### config.mk
export PLATFORM = sky130hd
export DESIGN_NAME = register_script_packetizer_flat
export DESIGN_NICKNAME = d
export VERILOG_FILES = /design/src/design/rsp_pkg.sv /design/src/design/rsp_ifs.sv /design/src/design/rsp_ram.sv /design/src/design/rsp_ctrl.sv /design/src/design/rsp_dp.sv /design/src/design/register_script_packetizer.sv /design/src/flat_wrapper.sv
export VERILOG_INCLUDE_DIRS = /design/src /design/src/design
export SDC_FILE = /design/constraint.sdc
export NUM_CORES = 2
export LEC_CHECK = 0
export ABC_AREA = 1
export ABC_CLOCK_PERIOD_IN_PS = 6500
export BUFFER_PORTS_ARGS = -buffer_cell sky130_fd_sc_hd__buf_2
export CAP_MARGIN = 5
export CELL_PAD_IN_SITES_DETAIL_PLACEMENT = 1
export CELL_PAD_IN_SITES_GLOBAL_PLACEMENT = 1
export CORE_ASPECT_RATIO = 0.6
export CORE_MARGIN = 3
export CORE_UTILIZATION = 45
export CTS_BUF_LIST = sky130_fd_sc_hd__clkbuf_2
export CTS_CLUSTER_DIAMETER = 50
export DETAILED_ROUTE_END_ITERATION = 10
export PLACE_DENSITY_LB_ADDON = 0.3
export SLEW_MARGIN = 20
export SYNTH_ARGS = -nofsm -noshare
export SYNTH_HDL_FRONTEND = slang
export SYNTH_SLANG_ARGS = --single-unit
### constraint.sdc
create_clock -name clk -period 6.5 [get_ports clk]
set_input_delay 0.325 -clock clk [delete_from_list [all_inputs] [get_ports clk]]
set_output_delay 0.325 -clock clk [all_outputs]
set_load 0.02 [all_outputs]
### src/design/register_script_packetizer_assert.svh
// Assertion macros for the register script packetizer.
// Used by the top level; depends on nothing else.
`ifndef REGISTER_SCRIPT_PACKETIZER_ASSERT_SVH
`define REGISTER_SCRIPT_PACKETIZER_ASSERT_SVH

// Same-cycle implication, disabled during reset.
`define RSP_ASSERT_IMP(lbl, clk, rst, ante, cons, msg) \
  lbl: assert property (@(posedge clk) disable iff (rst) (ante) |-> (cons)) \
    else $error(msg);

// Next-cycle implication, disabled during reset.
`define RSP_ASSERT_NXT(lbl, clk, rst, ante, cons, msg) \
  lbl: assert property (@(posedge clk) disable iff (rst) (ante) |=> (cons)) \
    else $error(msg);

`endif

### src/design/rsp_pkg.sv
// Shared types, constants and decode functions of the register script packetizer.
// Depends on nothing; the interfaces, controller, datapath, top level and testbench use it.
package rsp_pkg;

  localparam int BUFFER_WORDS = 32;
  localparam int IDX_W = $clog2(BUFFER_WORDS);
  localparam int CNT_W = $clog2(BUFFER_WORDS + 1);
  localparam int SUM_W = CNT_W + 1;
  localparam int SIZE_W = 3;
  localparam int DATA_W = 32;
  localparam int CMD_W = 3;
  localparam int METHOD_W = 3;
  localparam int WCOUNT_W = 5;
  localparam int FBP_W = 5;
  localparam int CFG_IDX_W = 1;

  localparam logic [CNT_W-1:0] COUNT_MAX = CNT_W'(BUFFER_WORDS - 1);
  localparam logic [SUM_W-1:0] BUF_LIMIT = SUM_W'(BUFFER_WORDS);

  // Configuration register indexes.
  localparam logic [CFG_IDX_W-1:0] CFG_WAR_DELAY = 1'd0;
  localparam logic [CFG_IDX_W-1:0] CFG_FB_PARTS = 1'd1;

  // Script commands.
  localparam logic [CMD_W-1:0] CMD_WRITE = 3'd0;
  localparam logic [CMD_W-1:0] CMD_WAIT = 3'd1;
  localparam logic [CMD_W-1:0] CMD_DELAY = 3'd2;
  localparam logic [CMD_W-1:0] CMD_VBLANK = 3'd3;
  localparam logic [CMD_W-1:0] CMD_TRAIN = 3'd4;
  localparam logic [CMD_W-1:0] CMD_BLOCK = 3'd5;
  localparam logic [CMD_W-1:0] CMD_UNBLOCK = 3'd6;
  localparam logic [CMD_W-1:0] CMD_FLUSH = 3'd7;

  // Packet methods.
  localparam logic [METHOD_W-1:0] M_WRITE = 3'd0;
  localparam logic [METHOD_W-1:0] M_WAIT = 3'd1;
  localparam logic [METHOD_W-1:0] M_DELAY = 3'd2;
  localparam logic [METHOD_W-1:0] M_VBLANK = 3'd3;
  localparam logic [METHOD_W-1:0] M_TRAIN = 3'd4;
  localparam logic [METHOD_W-1:0] M_ENTER = 3'd5;
  localparam logic [METHOD_W-1:0] M_LEAVE = 3'd6;

  // Memory-controller workaround window and counted ranges.
  localparam logic [DATA_W-1:0] WIN_LO = 32'h0010_f000;
  localparam logic [DATA_W-1:0] WIN_HI = 32'h0011_0000;
  localparam logic [DATA_W-1:0] RNG0_LO = 32'h0010_f604;
  localparam logic [DATA_W-1:0] RNG0_HI = 32'h0010_f910;
  localparam logic [DATA_W-1:0] RNG1_LO = 32'h0010_fb04;
  localparam logic [DATA_W-1:0] RNG1_HI = 32'h0010_fe20;
  localparam logic [DATA_W-1:0] PART_REG_BASE = 32'h0013_d834;
  localparam int PART_STRIDE_SH = 6;

  // Which add is being built: the inserted partition write, the inserted
  // delay, or the command itself.
  typedef enum logic [1:0] {
    PH_WARW = 2'd0,
    PH_WARD = 2'd1,
    PH_MAIN = 2'd2
  } phase_t;

  typedef struct packed {
    logic   idle;
    logic   load;
    logic   war_eval;
    phase_t phase;
    logic   add_write;
    logic   add_commit;
    logic   emit_hdr;
    logic   emit_data;
    logic   flush_clear;
    logic   finish;
  } rsp_ctl_t;

  typedef struct packed {
    logic             war_insert;
    logic             prod_nonzero;
    logic             cmd_flush;
    logic             need_flush;
    logic             size_zero;
    logic             add_last;
    logic             flush_after;
    logic             pend_valid;
    logic             count_zero;
    logic             data_last;
    logic             emit_ok;
    logic             stage_v;
    logic [CNT_W-1:0] count;
  } rsp_stat_t;

  function automatic logic [METHOD_W-1:0] cmd_method(input logic [CMD_W-1:0] cmd);
    logic [METHOD_W-1:0] m;
    unique case (cmd)
      CMD_WRITE:   m = M_WRITE;
      CMD_WAIT:    m = M_WAIT;
      CMD_DELAY:   m = M_DELAY;
      CMD_VBLANK:  m = M_VBLANK;
      CMD_TRAIN:   m = M_TRAIN;
      CMD_BLOCK:   m = M_ENTER;
      CMD_UNBLOCK: m = M_LEAVE;
      default:     m = M_WRITE;
    endcase
    return m;
  endfunction

  function automatic logic [SIZE_W-1:0] cmd_size(input logic [CMD_W-1:0] cmd);
    logic [SIZE_W-1:0] s;
    unique case (cmd)
      CMD_WRITE:  s = 3'd2;
      CMD_WAIT:   s = 3'd4;
      CMD_DELAY:  s = 3'd1;
      CMD_VBLANK: s = 3'd1;
      default:    s = 3'd0;
    endcase
    return s;
  endfunction

  function automatic logic cmd_flushes(input logic [CMD_W-1:0] cmd);
    return (cmd == CMD_WAIT) || (cmd == CMD_DELAY) || (cmd == CMD_VBLANK);
  endfunction

endpackage

### src/design/rsp_ifs.sv
// Valid/ready channel interfaces for script commands and packet words.
// Depends on rsp_pkg for field widths.
interface rsp_cmd_if;
  logic                         valid;
  logic                         ready;
  logic [rsp_pkg::CMD_W-1:0]    cmd;
  logic [rsp_pkg::DATA_W-1:0]   reg_addr;
  logic [rsp_pkg::DATA_W-1:0]   reg_mask;
  logic [rsp_pkg::DATA_W-1:0]   reg_value;
  logic [rsp_pkg::DATA_W-1:0]   delay_ns;
  logic                         head_index;

  modport source(output valid, cmd, reg_addr, reg_mask, reg_value, delay_ns, head_index,
                 input ready);
  modport sink(input valid, cmd, reg_addr, reg_mask, reg_value, delay_ns, head_index,
               output ready);
endinterface

interface rsp_res_if;
  logic                           valid;
  logic                           ready;
  logic                           is_header;
  logic [rsp_pkg::METHOD_W-1:0]   method;
  logic [rsp_pkg::WCOUNT_W-1:0]   word_count;
  logic [rsp_pkg::DATA_W-1:0]     data_word;
  logic                           last;

  modport source(output valid, is_header, method, word_count, data_word, last,
                 input ready);
  modport sink(input valid, is_header, method, word_count, data_word, last,
               output ready);
endinterface

### src/design/rsp_ram.sv
// Generic single-write, single-read RAM with a registered read port.
// Depends on nothing.
module rsp_ram #(
  parameter int WIDTH = 32,
  parameter int DEPTH = 32
) (
  input  logic                     clk,
  input  logic                     we,
  input  logic [$clog2(DEPTH)-1:0] waddr,
  input  logic [WIDTH-1:0]         wdata,
  input  logic                     re,
  input  logic [$clog2(DEPTH)-1:0] raddr,
  output logic [WIDTH-1:0]         rdata
);

  logic [WIDTH-1:0] mem [DEPTH];

  always_ff @(posedge clk) begin
    if (we) begin
      mem[waddr] <= wdata;
    end
    if (re) begin
      rdata <= mem[raddr];
    end
  end

endmodule

### src/design/rsp_ctrl.sv
// Sequencing state machine of the register script packetizer.
// Depends on rsp_pkg; drives rsp_dp through rsp_ctl_t and reads rsp_stat_t.
module rsp_ctrl (
  input  logic               clk,
  input  logic               rst,
  input  logic               in_valid,
  input  rsp_pkg::rsp_stat_t stat,
  output rsp_pkg::rsp_ctl_t  ctl
);

  typedef enum logic [8:0] {
    S_IDLE    = 9'b000000001,
    S_WAR     = 9'b000000010,
    S_ADD_CHK = 9'b000000100,
    S_ADD_WR  = 9'b000001000,
    S_COMMIT  = 9'b000010000,
    S_FL_HDR  = 9'b000100000,
    S_FL_DATA = 9'b001000000,
    S_NEXT    = 9'b010000000,
    S_FINISH  = 9'b100000000
  } state_t;

  state_t          state, state_next;
  rsp_pkg::phase_t phase, phase_next;
  logic            ret_add, ret_add_next;
  state_t          ret_state;
  state_t          main_state;

  assign ret_state  = ret_add ? S_ADD_CHK : S_NEXT;
  assign main_state = stat.cmd_flush ? S_FL_HDR : S_ADD_CHK;

  always_comb begin
    ctl            = '0;
    ctl.phase      = phase;
    state_next     = state;
    phase_next     = phase;
    ret_add_next   = ret_add;
    unique case (state)
      S_IDLE: begin
        ctl.idle = 1'b1;
        if (in_valid) begin
          ctl.load   = 1'b1;
          state_next = S_WAR;
        end
      end
      S_WAR: begin
        ctl.war_eval = 1'b1;
        if (stat.war_insert) begin
          phase_next = rsp_pkg::PH_WARW;
          state_next = S_ADD_CHK;
        end else begin
          phase_next   = rsp_pkg::PH_MAIN;
          ret_add_next = 1'b0;
          state_next   = main_state;
        end
      end
      S_ADD_CHK: begin
        if (stat.need_flush) begin
          ret_add_next = 1'b1;
          state_next   = S_FL_HDR;
        end else if (stat.size_zero) begin
          state_next = S_COMMIT;
        end else begin
          state_next = S_ADD_WR;
        end
      end
      S_ADD_WR: begin
        ctl.add_write = 1'b1;
        if (stat.add_last) begin
          state_next = S_COMMIT;
        end
      end
      S_COMMIT: begin
        ctl.add_commit = 1'b1;
        if (stat.flush_after) begin
          ret_add_next = 1'b0;
          state_next   = S_FL_HDR;
        end else begin
          state_next = S_NEXT;
        end
      end
      S_FL_HDR: begin
        if (!stat.pend_valid) begin
          state_next = ret_state;
        end else if (stat.emit_ok) begin
          ctl.emit_hdr = 1'b1;
          if (stat.count_zero) begin
            ctl.flush_clear = 1'b1;
            state_next      = ret_state;
          end else begin
            state_next = S_FL_DATA;
          end
        end
      end
      S_FL_DATA: begin
        if (stat.emit_ok) begin
          ctl.emit_data = 1'b1;
          if (stat.data_last) begin
            ctl.flush_clear = 1'b1;
            state_next      = ret_state;
          end
        end
      end
      S_NEXT: begin
        unique case (phase)
          rsp_pkg::PH_WARW: begin
            if (stat.prod_nonzero) begin
              phase_next = rsp_pkg::PH_WARD;
              state_next = S_ADD_CHK;
            end else begin
              phase_next   = rsp_pkg::PH_MAIN;
              ret_add_next = 1'b0;
              state_next   = main_state;
            end
          end
          rsp_pkg::PH_WARD: begin
            phase_next   = rsp_pkg::PH_MAIN;
            ret_add_next = 1'b0;
            state_next   = main_state;
          end
          default: begin
            state_next = S_FINISH;
          end
        endcase
      end
      S_FINISH: begin
        if (stat.emit_ok) begin
          ctl.finish = 1'b1;
          state_next = S_IDLE;
        end
      end
      default: begin
        state_next = S_IDLE;
      end
    endcase
  end

  always_ff @(posedge clk) begin
    if (rst) begin
      state   <= S_IDLE;
      phase   <= rsp_pkg::PH_MAIN;
      ret_add <= 1'b0;
    end else begin
      state   <= state_next;
      phase   <= phase_next;
      ret_add <= ret_add_next;
    end
  end

endmodule

### src/design/rsp_dp.sv
// Datapath of the register script packetizer: command latch, workaround counter,
// packet buffer, pending packet state and the two-deep result stage.
// Depends on rsp_pkg and rsp_ram.
module rsp_dp (
  input  logic                             clk,
  input  logic                             rst,
  input  rsp_pkg::rsp_ctl_t                ctl,
  output rsp_pkg::rsp_stat_t               stat,
  input  logic [rsp_pkg::CMD_W-1:0]        cmd,
  input  logic [rsp_pkg::DATA_W-1:0]       reg_addr,
  input  logic [rsp_pkg::DATA_W-1:0]       reg_mask,
  input  logic [rsp_pkg::DATA_W-1:0]       reg_value,
  input  logic [rsp_pkg::DATA_W-1:0]       delay_ns,
  input  logic                             head_index,
  input  logic                             cfg_we,
  input  logic [rsp_pkg::CFG_IDX_W-1:0]    cfg_index,
  input  logic [rsp_pkg::DATA_W-1:0]       cfg_data,
  output logic                             out_valid,
  input  logic                             out_ready,
  output logic                             out_is_header,
  output logic [rsp_pkg::METHOD_W-1:0]     out_method,
  output logic [rsp_pkg::WCOUNT_W-1:0]     out_word_count,
  output logic [rsp_pkg::DATA_W-1:0]       out_data_word,
  output logic                             out_last
);

  localparam int IDX_W = rsp_pkg::IDX_W;
  localparam int CNT_W = rsp_pkg::CNT_W;
  localparam int SUM_W = rsp_pkg::SUM_W;

  // Latched command.
  logic [rsp_pkg::CMD_W-1:0]  cmd_r;
  logic [rsp_pkg::DATA_W-1:0] addr_r, mask_r, value_r, ns_r;
  logic                       head_r;

  // Configuration.
  logic [rsp_pkg::DATA_W-1:0] war_delay;
  logic [rsp_pkg::FBP_W-1:0]  fb_parts;

  // Workaround state.
  logic [rsp_pkg::DATA_W-1:0] war_cnt;
  logic [rsp_pkg::DATA_W-1:0] prod;

  // Pending packet.
  logic [rsp_pkg::METHOD_W-1:0] pend_method;
  logic                         pend_valid;
  logic [CNT_W-1:0]             pend_count;
  logic [1:0]                   k;
  logic [IDX_W-1:0]             f;

  // Result stage and output register.
  logic                           stage_v;
  logic                           stage_hdr;
  logic [rsp_pkg::METHOD_W-1:0]   stage_method;
  logic [rsp_pkg::WCOUNT_W-1:0]   stage_wcount;
  logic [rsp_pkg::DATA_W-1:0]     stage_data;

  logic [rsp_pkg::DATA_W-1:0]   war_addr;
  logic                         in_win, in_rng, war_on, war_insert;
  logic [rsp_pkg::METHOD_W-1:0] add_method;
  logic [rsp_pkg::SIZE_W-1:0]   add_size;
  logic                         add_flush_after;
  logic [rsp_pkg::DATA_W-1:0]   add_word;
  logic [rsp_pkg::DATA_W-1:0]   rd_data;
  logic                         emit;
  logic                         emit_ok;
  logic                         new_hdr;
  logic [rsp_pkg::WCOUNT_W-1:0] new_wcount;
  logic [rsp_pkg::DATA_W-1:0]   new_data;

  assign war_addr = rsp_pkg::PART_REG_BASE
                  + ((rsp_pkg::DATA_W'(fb_parts) - 32'd1) << rsp_pkg::PART_STRIDE_SH);
  assign in_win = (addr_r >= rsp_pkg::WIN_LO) && (addr_r < rsp_pkg::WIN_HI);
  assign in_rng = ((addr_r >= rsp_pkg::RNG0_LO) && (addr_r < rsp_pkg::RNG0_HI))
               || ((addr_r >= rsp_pkg::RNG1_LO) && (addr_r < rsp_pkg::RNG1_HI));
  assign war_on = (war_delay != '0)
               && ((cmd_r == rsp_pkg::CMD_WRITE) || (cmd_r == rsp_pkg::CMD_WAIT));
  assign war_insert = war_on && !in_win && (war_cnt != '0);

  always_comb begin
    add_method      = rsp_pkg::cmd_method(cmd_r);
    add_size        = rsp_pkg::cmd_size(cmd_r);
    add_flush_after = rsp_pkg::cmd_flushes(cmd_r);
    add_word        = '0;
    unique case (ctl.phase)
      rsp_pkg::PH_WARW: begin
        add_method      = rsp_pkg::M_WRITE;
        add_size        = 3'd2;
        add_flush_after = 1'b0;
        add_word        = (k == 2'd0) ? war_addr : '0;
      end
      rsp_pkg::PH_WARD: begin
        add_method      = rsp_pkg::M_DELAY;
        add_size        = 3'd1;
        add_flush_after = 1'b1;
        add_word        = prod;
      end
      default: begin
        unique case (cmd_r)
          rsp_pkg::CMD_WRITE:  add_word = (k == 2'd0) ? addr_r : value_r;
          rsp_pkg::CMD_WAIT: begin
            unique case (k)
              2'd0:    add_word = addr_r;
              2'd1:    add_word = mask_r;
              2'd2:    add_word = value_r;
              default: add_word = ns_r;
            endcase
          end
          rsp_pkg::CMD_DELAY:  add_word = ns_r;
          rsp_pkg::CMD_VBLANK: add_word = rsp_pkg::DATA_W'(head_r);
          default:             add_word = '0;
        endcase
      end
    endcase
  end

  assign emit_ok = !stage_v || !out_valid || out_ready;

  assign stat.war_insert   = war_insert;
  assign stat.prod_nonzero = (prod != '0);
  assign stat.cmd_flush    = (cmd_r == rsp_pkg::CMD_FLUSH);
  assign stat.need_flush   = ((SUM_W'(pend_count) + SUM_W'(add_size)) >= rsp_pkg::BUF_LIMIT)
                          || (pend_valid && (pend_method != add_method));
  assign stat.size_zero    = (add_size == '0);
  assign stat.add_last     = (({1'b0, k} + 3'd1) == add_size);
  assign stat.flush_after  = add_flush_after;
  assign stat.pend_valid   = pend_valid;
  assign stat.count_zero   = (pend_count == '0);
  assign stat.data_last    = ((CNT_W'(f) + CNT_W'(1)) == pend_count);
  assign stat.emit_ok      = emit_ok;
  assign stat.stage_v      = stage_v;
  assign stat.count        = pend_count;

  rsp_ram #(
    .WIDTH(rsp_pkg::DATA_W),
    .DEPTH(rsp_pkg::BUFFER_WORDS)
  ) u_buf (
    .clk  (clk),
    .we   (ctl.add_write),
    .waddr(pend_count[IDX_W-1:0]),
    .wdata(add_word),
    .re   (ctl.emit_hdr || ctl.emit_data),
    .raddr(ctl.emit_hdr ? '0 : (f + IDX_W'(1))),
    .rdata(rd_data)
  );

  // Command latch and multiplier product.
  always_ff @(posedge clk) begin
    if (ctl.load) begin
      cmd_r   <= cmd;
      addr_r  <= reg_addr;
      mask_r  <= reg_mask;
      value_r <= reg_value;
      ns_r    <= delay_ns;
      head_r  <= head_index;
    end
    if (ctl.war_eval && war_insert) begin
      prod <= war_cnt * war_delay;
    end
  end

  // Configuration, workaround counter and pending packet.
  always_ff @(posedge clk) begin
    if (rst) begin
      war_delay   <= '0;
      fb_parts    <= rsp_pkg::FBP_W'(1);
      war_cnt     <= '0;
      pend_method <= rsp_pkg::M_WRITE;
      pend_valid  <= 1'b0;
      pend_count  <= '0;
      k           <= '0;
      f           <= '0;
    end else begin
      if (cfg_we) begin
        unique case (cfg_index)
          rsp_pkg::CFG_WAR_DELAY: war_delay <= cfg_data;
          default:                fb_parts  <= cfg_data[rsp_pkg::FBP_W-1:0];
        endcase
      end
      if (ctl.war_eval && war_on) begin
        if (in_win && in_rng) begin
          war_cnt <= war_cnt + 32'd1;
        end else if (war_insert) begin
          war_cnt <= '0;
        end
      end
      if (ctl.load) begin
        k <= '0;
      end
      if (ctl.add_write) begin
        pend_count <= pend_count + CNT_W'(1);
        k          <= k + 2'd1;
      end
      if (ctl.add_commit) begin
        pend_method <= add_method;
        pend_valid  <= 1'b1;
        k           <= '0;
      end
      if (ctl.emit_hdr) begin
        f <= '0;
      end
      if (ctl.emit_data) begin
        f <= f + IDX_W'(1);
      end
      if (ctl.flush_clear) begin
        pend_method <= rsp_pkg::M_WRITE;
        pend_valid  <= 1'b0;
        pend_count  <= '0;
      end
    end
  end

  // The newest word waits in the stage until the next one arrives or the
  // command ends; only then is it known whether it closes the command.
  assign emit       = ctl.emit_hdr || ctl.emit_data;
  assign new_hdr    = ctl.emit_hdr;
  assign new_wcount = ctl.emit_hdr ? rsp_pkg::WCOUNT_W'(pend_count) : '0;
  assign new_data   = ctl.emit_hdr ? '0 : rd_data;

  always_ff @(posedge clk) begin
    if (rst) begin
      stage_v   <= 1'b0;
      out_valid <= 1'b0;
    end else begin
      if (out_valid && out_ready) begin
        out_valid <= 1'b0;
      end
      if (emit) begin
        stage_v <= 1'b1;
        if (stage_v) begin
          out_valid <= 1'b1;
        end
      end else if (ctl.finish && stage_v) begin
        stage_v   <= 1'b0;
        out_valid <= 1'b1;
      end
    end
  end

  always_ff @(posedge clk) begin
    if (emit) begin
      stage_hdr    <= new_hdr;
      stage_method <= pend_method;
      stage_wcount <= new_wcount;
      stage_data   <= new_data;
    end
    if ((emit || ctl.finish) && stage_v) begin
      out_is_header  <= stage_hdr;
      out_method     <= stage_method;
      out_word_count <= stage_wcount;
      out_data_word  <= stage_data;
      out_last       <= !emit;
    end
  end

endmodule

### src/design/register_script_packetizer.sv
// Top level of the register script packetizer: controller, datapath and ports.
// Depends on rsp_pkg, rsp_ifs, rsp_ctrl, rsp_dp and the assertion macro header.
//
//   Channel   Direction  Carries
//   cmd_chan  in         one script command per word (cmd, address, mask, value, ns, head)
//   res_chan  out        one packet word per word (header or data, with last marker)
//   cfg       in         register writes: war_delay_ns (0), fb_partitions (1)
//
// One command is taken at a time: accept and workaround check; per packet add a check,
// one buffer write per data word, a commit and a step state; per flush the header and
// each data word in turn (one RAM read each; an empty flush emits nothing); a closing step.
// Synchronous reset clears the control state, configuration, workaround counter, pending
// packet and valid flags, but not the buffer, command latch or stage data; unwritten buffer
// entries never reach the output. A stalled result side holds the sequence at its next word.

`include "register_script_packetizer_assert.svh"

module register_script_packetizer (
  input  logic                          clk,
  input  logic                          rst,
  rsp_cmd_if.sink                       cmd_chan,
  rsp_res_if.source                     res_chan,
  input  logic                          cfg_we,
  input  logic [rsp_pkg::CFG_IDX_W-1:0] cfg_index,
  input  logic [rsp_pkg::DATA_W-1:0]    cfg_data
);

  rsp_pkg::rsp_ctl_t  ctl;
  rsp_pkg::rsp_stat_t stat;

  // The controller walks each command through its steps: an optional
  // workaround partition write and delay, then the command's own add,
  // with flushes wherever the method changes, the buffer would fill, or the command calls for one.
  rsp_ctrl u_ctrl (
    .clk     (clk),
    .rst     (rst),
    .in_valid(cmd_chan.valid),
    .stat    (stat),
    .ctl     (ctl)
  );

  // Commands are taken only while the controller is idle.
  assign cmd_chan.ready = ctl.idle;

  // The datapath holds the latched command, the buffer and the result stage.
  rsp_dp u_dp (
    .clk           (clk),
    .rst           (rst),
    .ctl           (ctl),
    .stat          (stat),
    .cmd           (cmd_chan.cmd),
    .reg_addr      (cmd_chan.reg_addr),
    .reg_mask      (cmd_chan.reg_mask),
    .reg_value     (cmd_chan.reg_value),
    .delay_ns      (cmd_chan.delay_ns),
    .head_index    (cmd_chan.head_index),
    .cfg_we        (cfg_we),
    .cfg_index     (cfg_index),
    .cfg_data      (cfg_data),
    .out_valid     (res_chan.valid),
    .out_ready     (res_chan.ready),
    .out_is_header (res_chan.is_header),
    .out_method    (res_chan.method),
    .out_word_count(res_chan.word_count),
    .out_data_word (res_chan.data_word),
    .out_last      (res_chan.last)
  );

  // When the block is ready for a command, no word of the previous one may
  // still sit in the stage, or its last marker would be lost.
  `RSP_ASSERT_IMP(a_idle_stage_empty, clk, rst, cmd_chan.ready, !stat.stage_v, "stage busy while idle")

  // An accepted command takes the controller out of idle, so ready drops after the accept.
  `RSP_ASSERT_NXT(a_busy_after_accept, clk, rst, cmd_chan.valid && cmd_chan.ready, !cmd_chan.ready, "ready right after accept")

  // The pending packet never fills the whole buffer.
  `RSP_ASSERT_IMP(a_count_bound, clk, rst, 1'b1, stat.count <= rsp_pkg::COUNT_MAX, "pending count overflow")

  // A word is emitted only when the stage can take it.
  `RSP_ASSERT_IMP(a_emit_room, clk, rst, ctl.emit_hdr || ctl.emit_data, stat.emit_ok, "emit without room")

endmodule

### src/flat_wrapper.sv
// flat-port wrapper written by rule: the top's interface ports become plain ports
module register_script_packetizer_flat 
  (clk, rst, cfg_we, cfg_index, cfg_data, cmd_chan_valid, cmd_chan_cmd, cmd_chan_reg_addr, cmd_chan_reg_mask, cmd_chan_reg_value, cmd_chan_delay_ns, cmd_chan_head_index, cmd_chan_ready, res_chan_valid, res_chan_is_header, res_chan_method, res_chan_word_count, res_chan_data_word, res_chan_last, res_chan_ready);
  rsp_cmd_if cmd_chan_i ();
  rsp_res_if res_chan_i ();
  input  logic clk;
  input  logic rst;
  input  logic cfg_we;
  input  logic [rsp_pkg::CFG_IDX_W-1:0] cfg_index;
  input  logic [rsp_pkg::DATA_W-1:0] cfg_data;
  input wire logic [$bits(cmd_chan_i.valid)-1:0] cmd_chan_valid;
  input wire logic [$bits(cmd_chan_i.cmd)-1:0] cmd_chan_cmd;
  input wire logic [$bits(cmd_chan_i.reg_addr)-1:0] cmd_chan_reg_addr;
  input wire logic [$bits(cmd_chan_i.reg_mask)-1:0] cmd_chan_reg_mask;
  input wire logic [$bits(cmd_chan_i.reg_value)-1:0] cmd_chan_reg_value;
  input wire logic [$bits(cmd_chan_i.delay_ns)-1:0] cmd_chan_delay_ns;
  input wire logic [$bits(cmd_chan_i.head_index)-1:0] cmd_chan_head_index;
  output wire logic [$bits(cmd_chan_i.ready)-1:0] cmd_chan_ready;
  output wire logic [$bits(res_chan_i.valid)-1:0] res_chan_valid;
  output wire logic [$bits(res_chan_i.is_header)-1:0] res_chan_is_header;
  output wire logic [$bits(res_chan_i.method)-1:0] res_chan_method;
  output wire logic [$bits(res_chan_i.word_count)-1:0] res_chan_word_count;
  output wire logic [$bits(res_chan_i.data_word)-1:0] res_chan_data_word;
  output wire logic [$bits(res_chan_i.last)-1:0] res_chan_last;
  input wire logic [$bits(res_chan_i.ready)-1:0] res_chan_ready;
  assign cmd_chan_i.valid = cmd_chan_valid;
  assign cmd_chan_i.cmd = cmd_chan_cmd;
  assign cmd_chan_i.reg_addr = cmd_chan_reg_addr;
  assign cmd_chan_i.reg_mask = cmd_chan_reg_mask;
  assign cmd_chan_i.reg_value = cmd_chan_reg_value;
  assign cmd_chan_i.delay_ns = cmd_chan_delay_ns;
  assign cmd_chan_i.head_index = cmd_chan_head_index;
  assign cmd_chan_ready = cmd_chan_i.ready;
  assign res_chan_valid = res_chan_i.valid;
  assign res_chan_is_header = res_chan_i.is_header;
  assign res_chan_method = res_chan_i.method;
  assign res_chan_word_count = res_chan_i.word_count;
  assign res_chan_data_word = res_chan_i.data_word;
  assign res_chan_last = res_chan_i.last;
  assign res_chan_i.ready = res_chan_ready;
  register_script_packetizer u_core (.clk(clk), .rst(rst), .cmd_chan(cmd_chan_i), .res_chan(res_chan_i), .cfg_we(cfg_we), .cfg_index(cfg_index), .cfg_data(cfg_data));
endmodule
# After elaboration in Yosys (flattened, before gate mapping)
# Memory sizes are Yosys's and may differ from the RTL's. A register that Yosys moved wholly into a read port is not among the register bits.
# Index checks and enable logic that the tools add are counted.
[op_classes]
n_reduce_logical = 49
n_lt_le_gt_ge = 7
eq_ne = 33
n_addsub = 9
mul = 1
bitwise_logic = 1
n_mux = 68
[op_table]
columns = ["cell", "n"]
rows = [
  ["$mux 32", 4],
  ["$pmux 32 s4", 1],
  ["$ge 32x21->1 const B", 3],
  ["$lt 32x21->1 const B", 3],
  ["$pmux 32 s3", 1],
  ["$reduce_bool 32->1", 3],
  ["$pmux 9 s9", 1],
  ["$mux 9", 8],
  ["$pmux 32 s2", 1],
  ["$add 21x32->32 const A", 1],
  ["$add 32x1->32 const B", 1],
  ["$mul 32x32->32", 1],
  ["$mux 1", 25],
  ["$mux 6", 4],
  ["$mux 5", 4],
  ["$pmux 3 s6", 1],
  ["$pmux 9 s2", 1],
  ["$mux 8", 2],
  ["$logic_and 1x1->1", 13],
  ["$eq 3x3->1 const B", 4],
  ["$mux 2", 6],
  ["$pmux 3 s2", 2],
  ["$reduce_and 6->1", 2],
  ["$ne 2x2->1 const B", 5],
  ["40 further kinds", 71],
]
[totals]
output_inout_bits = 44
mem_count = 1
regBits = 347
ramBits = 1024
wordCells = 198
[memory_table]
columns = ["name", "depth", "word_bits", "rd", "rd_clocked_by_memory_dff", "write_ports", "line", "rtl"]
rows = [
  ["u_core.u_dp.u_buf.mem", 32, 32, 1, 1, 1, "rsp_ram.sv:16", "logic [WIDTH-1:0] mem [DEPTH];"],
]

# Logic depth before layout (Yosys ltp)
[depth]
ltp_word = 9
mapped_depth = 33
depth_no_buf = 31

# Modules after synthesis
# Synthesis repeated with hierarchy kept, for this count alone.
[hier_totals]
hier_cells = 7567
hier_area_um2 = 75641.3
[modules_own_cells]
columns = ["mod", "cells_each", "seq_area_each_um2", "n_inst", "area_per_inst_um2"]
rows = [
  ["rsp_ram", 3536, 31710.4, 1, 42726.0],
  ["rsp_dp", 3843, 9178.8, 1, 31836.8],
  ["rsp_ctrl", 188, 240.2, 1, 1078.5],
]

# Least setup slack after synthesis
# OpenSTA, ideal clock, no wires.
[synth_timing]
path_kind = "register to register"
from = "register u_core.u_ctrl.state[5]"
to = "register u_core.u_dp.addr_r[0] (netlist name), enable pin"
setup_slack_ns = -0.467
arrival_ns = 6.340
setup_ns = 0.626
n_path_buf = 0
path_stages_with_launch = 6
required_ns = 5.874
cell_sequence = "dfxtp_1 > nor2_1 > nand2_1 > nor2_1 > nand2_1 > nor2_1"
[synth_rtl]
columns = ["item", "line", "rtl"]
rows = [
  ["start, declared", "rsp_ctrl.sv:23", "state_t state, state_next;"],
  ["start signal, assigned", "rsp_ctrl.sv:144", "state <= state_next;"],
  ["end signal, assigned", "rsp_dp.sv:151", "addr_r <= reg_addr;"],
  ["end, declared", "rsp_dp.sv:33", "logic [rsp_pkg::DATA_W-1:0] addr_r, mask_r, value_r, ns_r;"],
]

# Worst setup path after layout
[layout_timing]
from = "register u_core.u_dp.war_delay[6] (netlist name)"
to = "register u_core.u_dp.prod[24] (netlist name) (data pin)"
[layout_between]
elab_chain_len = 1
[layout_rtl]
columns = ["item", "line", "rtl"]
rows = [
  ["start, declared", "rsp_dp.sv:37", "logic [rsp_pkg::DATA_W-1:0] war_delay;"],
  ["start signal, assigned", "rsp_dp.sv:176", "rsp_pkg::CFG_WAR_DELAY: war_delay <= cfg_data;"],
  ["$mul 32x32->32", "rsp_dp.sv:158", "prod <= war_cnt * war_delay;"],
  ["end signal, assigned", "rsp_dp.sv:158", ""],
  ["end, declared", "rsp_dp.sv:42", "logic [rsp_pkg::DATA_W-1:0] prod;"],
]
# No other way between the ends.
# A chain may end at the register's enable or synchronous reset.

==> metrics.csv <==
metric,value,unit
outcome,"finished, violations left",
violations,setup timing,
fin_crit,6700,ps
clk-insertion-delay-late,1640,ps
start_util,45.4,%
track_usage,34.2,%
hold_viol,0,
slowest_delay,560,ps
area_delta_synth_final,19.9,%
clockRootBuffer,clkbuf_2,
synthesis.area,77300,um2
slew_viol_final,0,
cp_common_cell,fa_1,
cp.arrival,8010,ps
avgSynthCellArea,9.72,um2
drtIter0Drc,7586,
synth_top_cell_by_area,edfxtp_1,
post-route-period-util,103,%
grt_setup_unrepaired,true,
power.density,204,nW/um2
vias,65300,
end_kind,flop,
cts-htree-levels,5,
antenna_found_initial,29,
place_congestion,0.922,
worst_slack,-204,ps
dieArea,177000,um2
finalSetupViolCount,10,
die_h,327,um
grt_pass1_wl,450000,um
clock-sinks,1403,
cts_tree,yes,
dr.pass1.iters,8,
crit_type,flop to flop,
ant_nets,0,
r2r-end,u_core.u_dp.prod[24],
post-route-drc-count,0,
grt_max_degree,205,
slew_headroom,20.8,%
ff_latch_area,41200,um2
synth_cells,7959,
synth_enable_flop_cells,1303,
worstMarginPinSlew,1190,ps
r2r_setup_slack,-200,ps
leakage,41.5,nW
crit_fanout,6,
multi_input_area,29800,um2
dpl_cell_area,83000,um2
grt_overflow_total,0,
max-vdd-ir-drop,0.137,mV
ys_warn_count,0,
max_freq,149,MHz
cp_slowest_cell,fa_2,
path_clk_slew,130,ps
r2r_cells,29,
final_cell_area,92800,um2
port-buffer-count,213,
ys.flop_type,edfxtp_1,
cp_top_family,adder cells,
drive_gt1_share,15.3,%
finalPower,0.0189,W
holdPathStages,3,
critPathLaunchType,flop,
clk_path_buf_depth,4,
hold_ws,132,ps
rows,117,
synth_cell_types,49,
place_inst,10400,
postRouteWirelength,310000,um
reg2reg_from,u_core.u_dp.war_delay[6],
min_to,u_core.u_dp.value_r[9],
ys_async_sr_fraction,0,%
yosysTopAreaCellShare,50.6,%
fillCellCount,19100,
cp.buffers_inverters,9,
hp-class,primary input to flop,
pre_cts_slack,-432,ps
ys_ff_latch,1403,
coreArea,170000,um2
viasPerCell,5.67,
fin_skew,249,ps
syn-num-nets,8676,
ios,214,
drv_cap,0,
die_w,541,um
crit_required,7800,ps
cts_buffers,342,
grt_pass1_vias,68400,
final_net_count,9715,
synthTopCellsByArea,"edfxtp_1, fa_1, nand2_1",
hold_start,cmd_chan_reg_value[9],
fin_cells,11500,
wl_per_cell,26.9,um
ys_seq_area_share,53.2,%
place_hpwl,185000,um
==> tightest hold or removal path: stages <==
cell and delay [ps]:
dlygate4sd3_1 570, buf_2 130, dlygate4sd3_1 570
==> final cells by class <==
cell class,count,area share (%)
Timing Repair Buffer,1112,10.7
Antenna cell,19,0.0513
Multi-Input combinational cell,4593,32.2
Sequential cell,1403,44.4
Inverter,1546,6.29
Clock inverter,95,0.662
Clock buffer,499,2.69
Tap cell,2261,3.05
==> cells in the mapped netlist (all sizes together), types with 30 or more instances <==
| cell type | count |
|---|---|
| edfxtp | 1303 |
| ha | 138 |
| nand4 | 47 |
| clkbuf | 201 |
| o21ai | 132 |
| xor2 | 47 |
| mux2i | 30 |
| fa | 409 |
| nand3b | 106 |
| nand2 | 2159 |
| buf | 216 |
| nor2 | 303 |
| dfxtp | 100 |
| o211ai | 197 |
| inv | 1546 |
| nand3 | 753 |
| a21oi | 158 |
==> flip-flops by register name, summed over array words and instances, names as in the netlist, 5 cells and up <==
register / flops
u_core.u_dp.war_delay: 32
u_core.u_dp.war_cnt: 32
u_core.u_dp.stage_data: 32
u_core.u_dp.pend_count: 6
u_core.u_dp.fb_parts: 5
u_core.u_dp.out_data_word: 32
u_core.u_dp.stage_wcount: 5
u_core.u_dp.u_buf.rdata: 32
u_core.u_dp.out_word_count: 5
u_core.u_ctrl.state: 9
u_core.u_dp.ns_r: 32
u_core.u_dp.f: 5
u_core.u_dp.prod: 32
u_core.u_dp.addr_r: 32
u_core.u_dp.u_buf.mem: 1024
u_core.u_dp.mask_r: 32
u_core.u_dp.value_r: 32
==> per-stage QoR <==
stage | TNS (ps) | utilization (%)
finish | -1330 | 54.5
global route | -3080 | 54.5
CTS | -17.7 | 54.0
detailed placement | -4430 | 48.7
global placement | -2690 | 48.7
floorplan | 0 | -
==> worst max path at each step <==
stage	start	end	slack (ps)	cells past startpoint
6_report	u_core.u_dp.war_delay[6]	u_core.u_dp.prod[24]	-200	29
5_1_grt	u_core.u_dp.war_delay[6]	u_core.u_dp.prod[24]	-380	29
4_1_cts	u_core.u_dp.war_cnt[5]	u_core.u_dp.prod[31]	-20	26
3_5_place_dp	u_core.u_dp.war_cnt[6]	u_core.u_dp.prod[31]	-430	28
3_3_place_gp	u_core.u_dp.war_cnt[6]	u_core.u_dp.prod[31]	-350	28
2_1_floorplan	u_core.u_dp.war_delay[16]	u_core.u_dp.prod[28]	2	22
==> report_power, final <==
| part | leakage (nW) | internal (W) | switching [W] |
|---|---|---|---|
| sequential | 12.7 | 0.0105 | 0.000199 |
| clock | 2.36 | 0.00236 | 0.00407 |
| combinational | 26.5 | 0.000522 | 0.00130 |
==> placed cells by master (no fill, tap or decap), types with 30 or more instances in the layout <==
| cell | instances |
|---|---|
| o21ai_0 | 97 |
| edfxtp_1 | 1303 |
| nor2_1 | 257 |
| fa_1 | 394 |
| mux2i_1 | 30 |
| clkinv_1 | 65 |
| nand3_1 | 745 |
| ha_1 | 110 |
| xor2_1 | 42 |
| clkbuf_2 | 499 |
| o211ai_1 | 197 |
| inv_1 | 1506 |
| dlygate4sd3_1 | 508 |
| nand2_1 | 2119 |
| buf_4 | 300 |
| buf_12 | 41 |
| inv_2 | 40 |
| dfxtp_1 | 67 |
| a21oi_1 | 136 |
| nor2_4 | 36 |
| buf_6 | 38 |
| buf_2 | 213 |
| nand3b_1 | 106 |
| nand4_1 | 47 |
==> per-layer routing <==
metal	share of wire, %	vias to the layer above	track usage, %
met5	0.033	-	0
met4	4.4	14	13.9
met3	11	885	8.50
met2	43	3909	50.1
met1	42	32800	48.8
li1	-	27700	-
==> cell families after synthesis <==
logic type	after synthesis	share of synthesized area [%]
AND/OR/NAND/NOR	3430	18.7
buffers and inverters	1963	10.0
flip-flops	1403	53.2
adder cells (fa/ha/maj)	547	12.8
AO/OA/AOI/OAI	526	4.20
XOR/XNOR	60	0.679
multiplexers	30	0.388
==> repair_timing <==
| action | in CTS | in global routing |
|---|---|---|
| pin swaps | 95 | 57 |
| resized for setup | 194 | 112 |
| gates cloned | 0 | 1 |
| hold buffers | 507 | 1 |
| endpoints found under the hold margin | 370 | 1 |
| setup endpoints to repair | 19 | 19 |
| setup buffers | 15 | 11 |
Note: power is estimated with default switching activity, not from simulation.
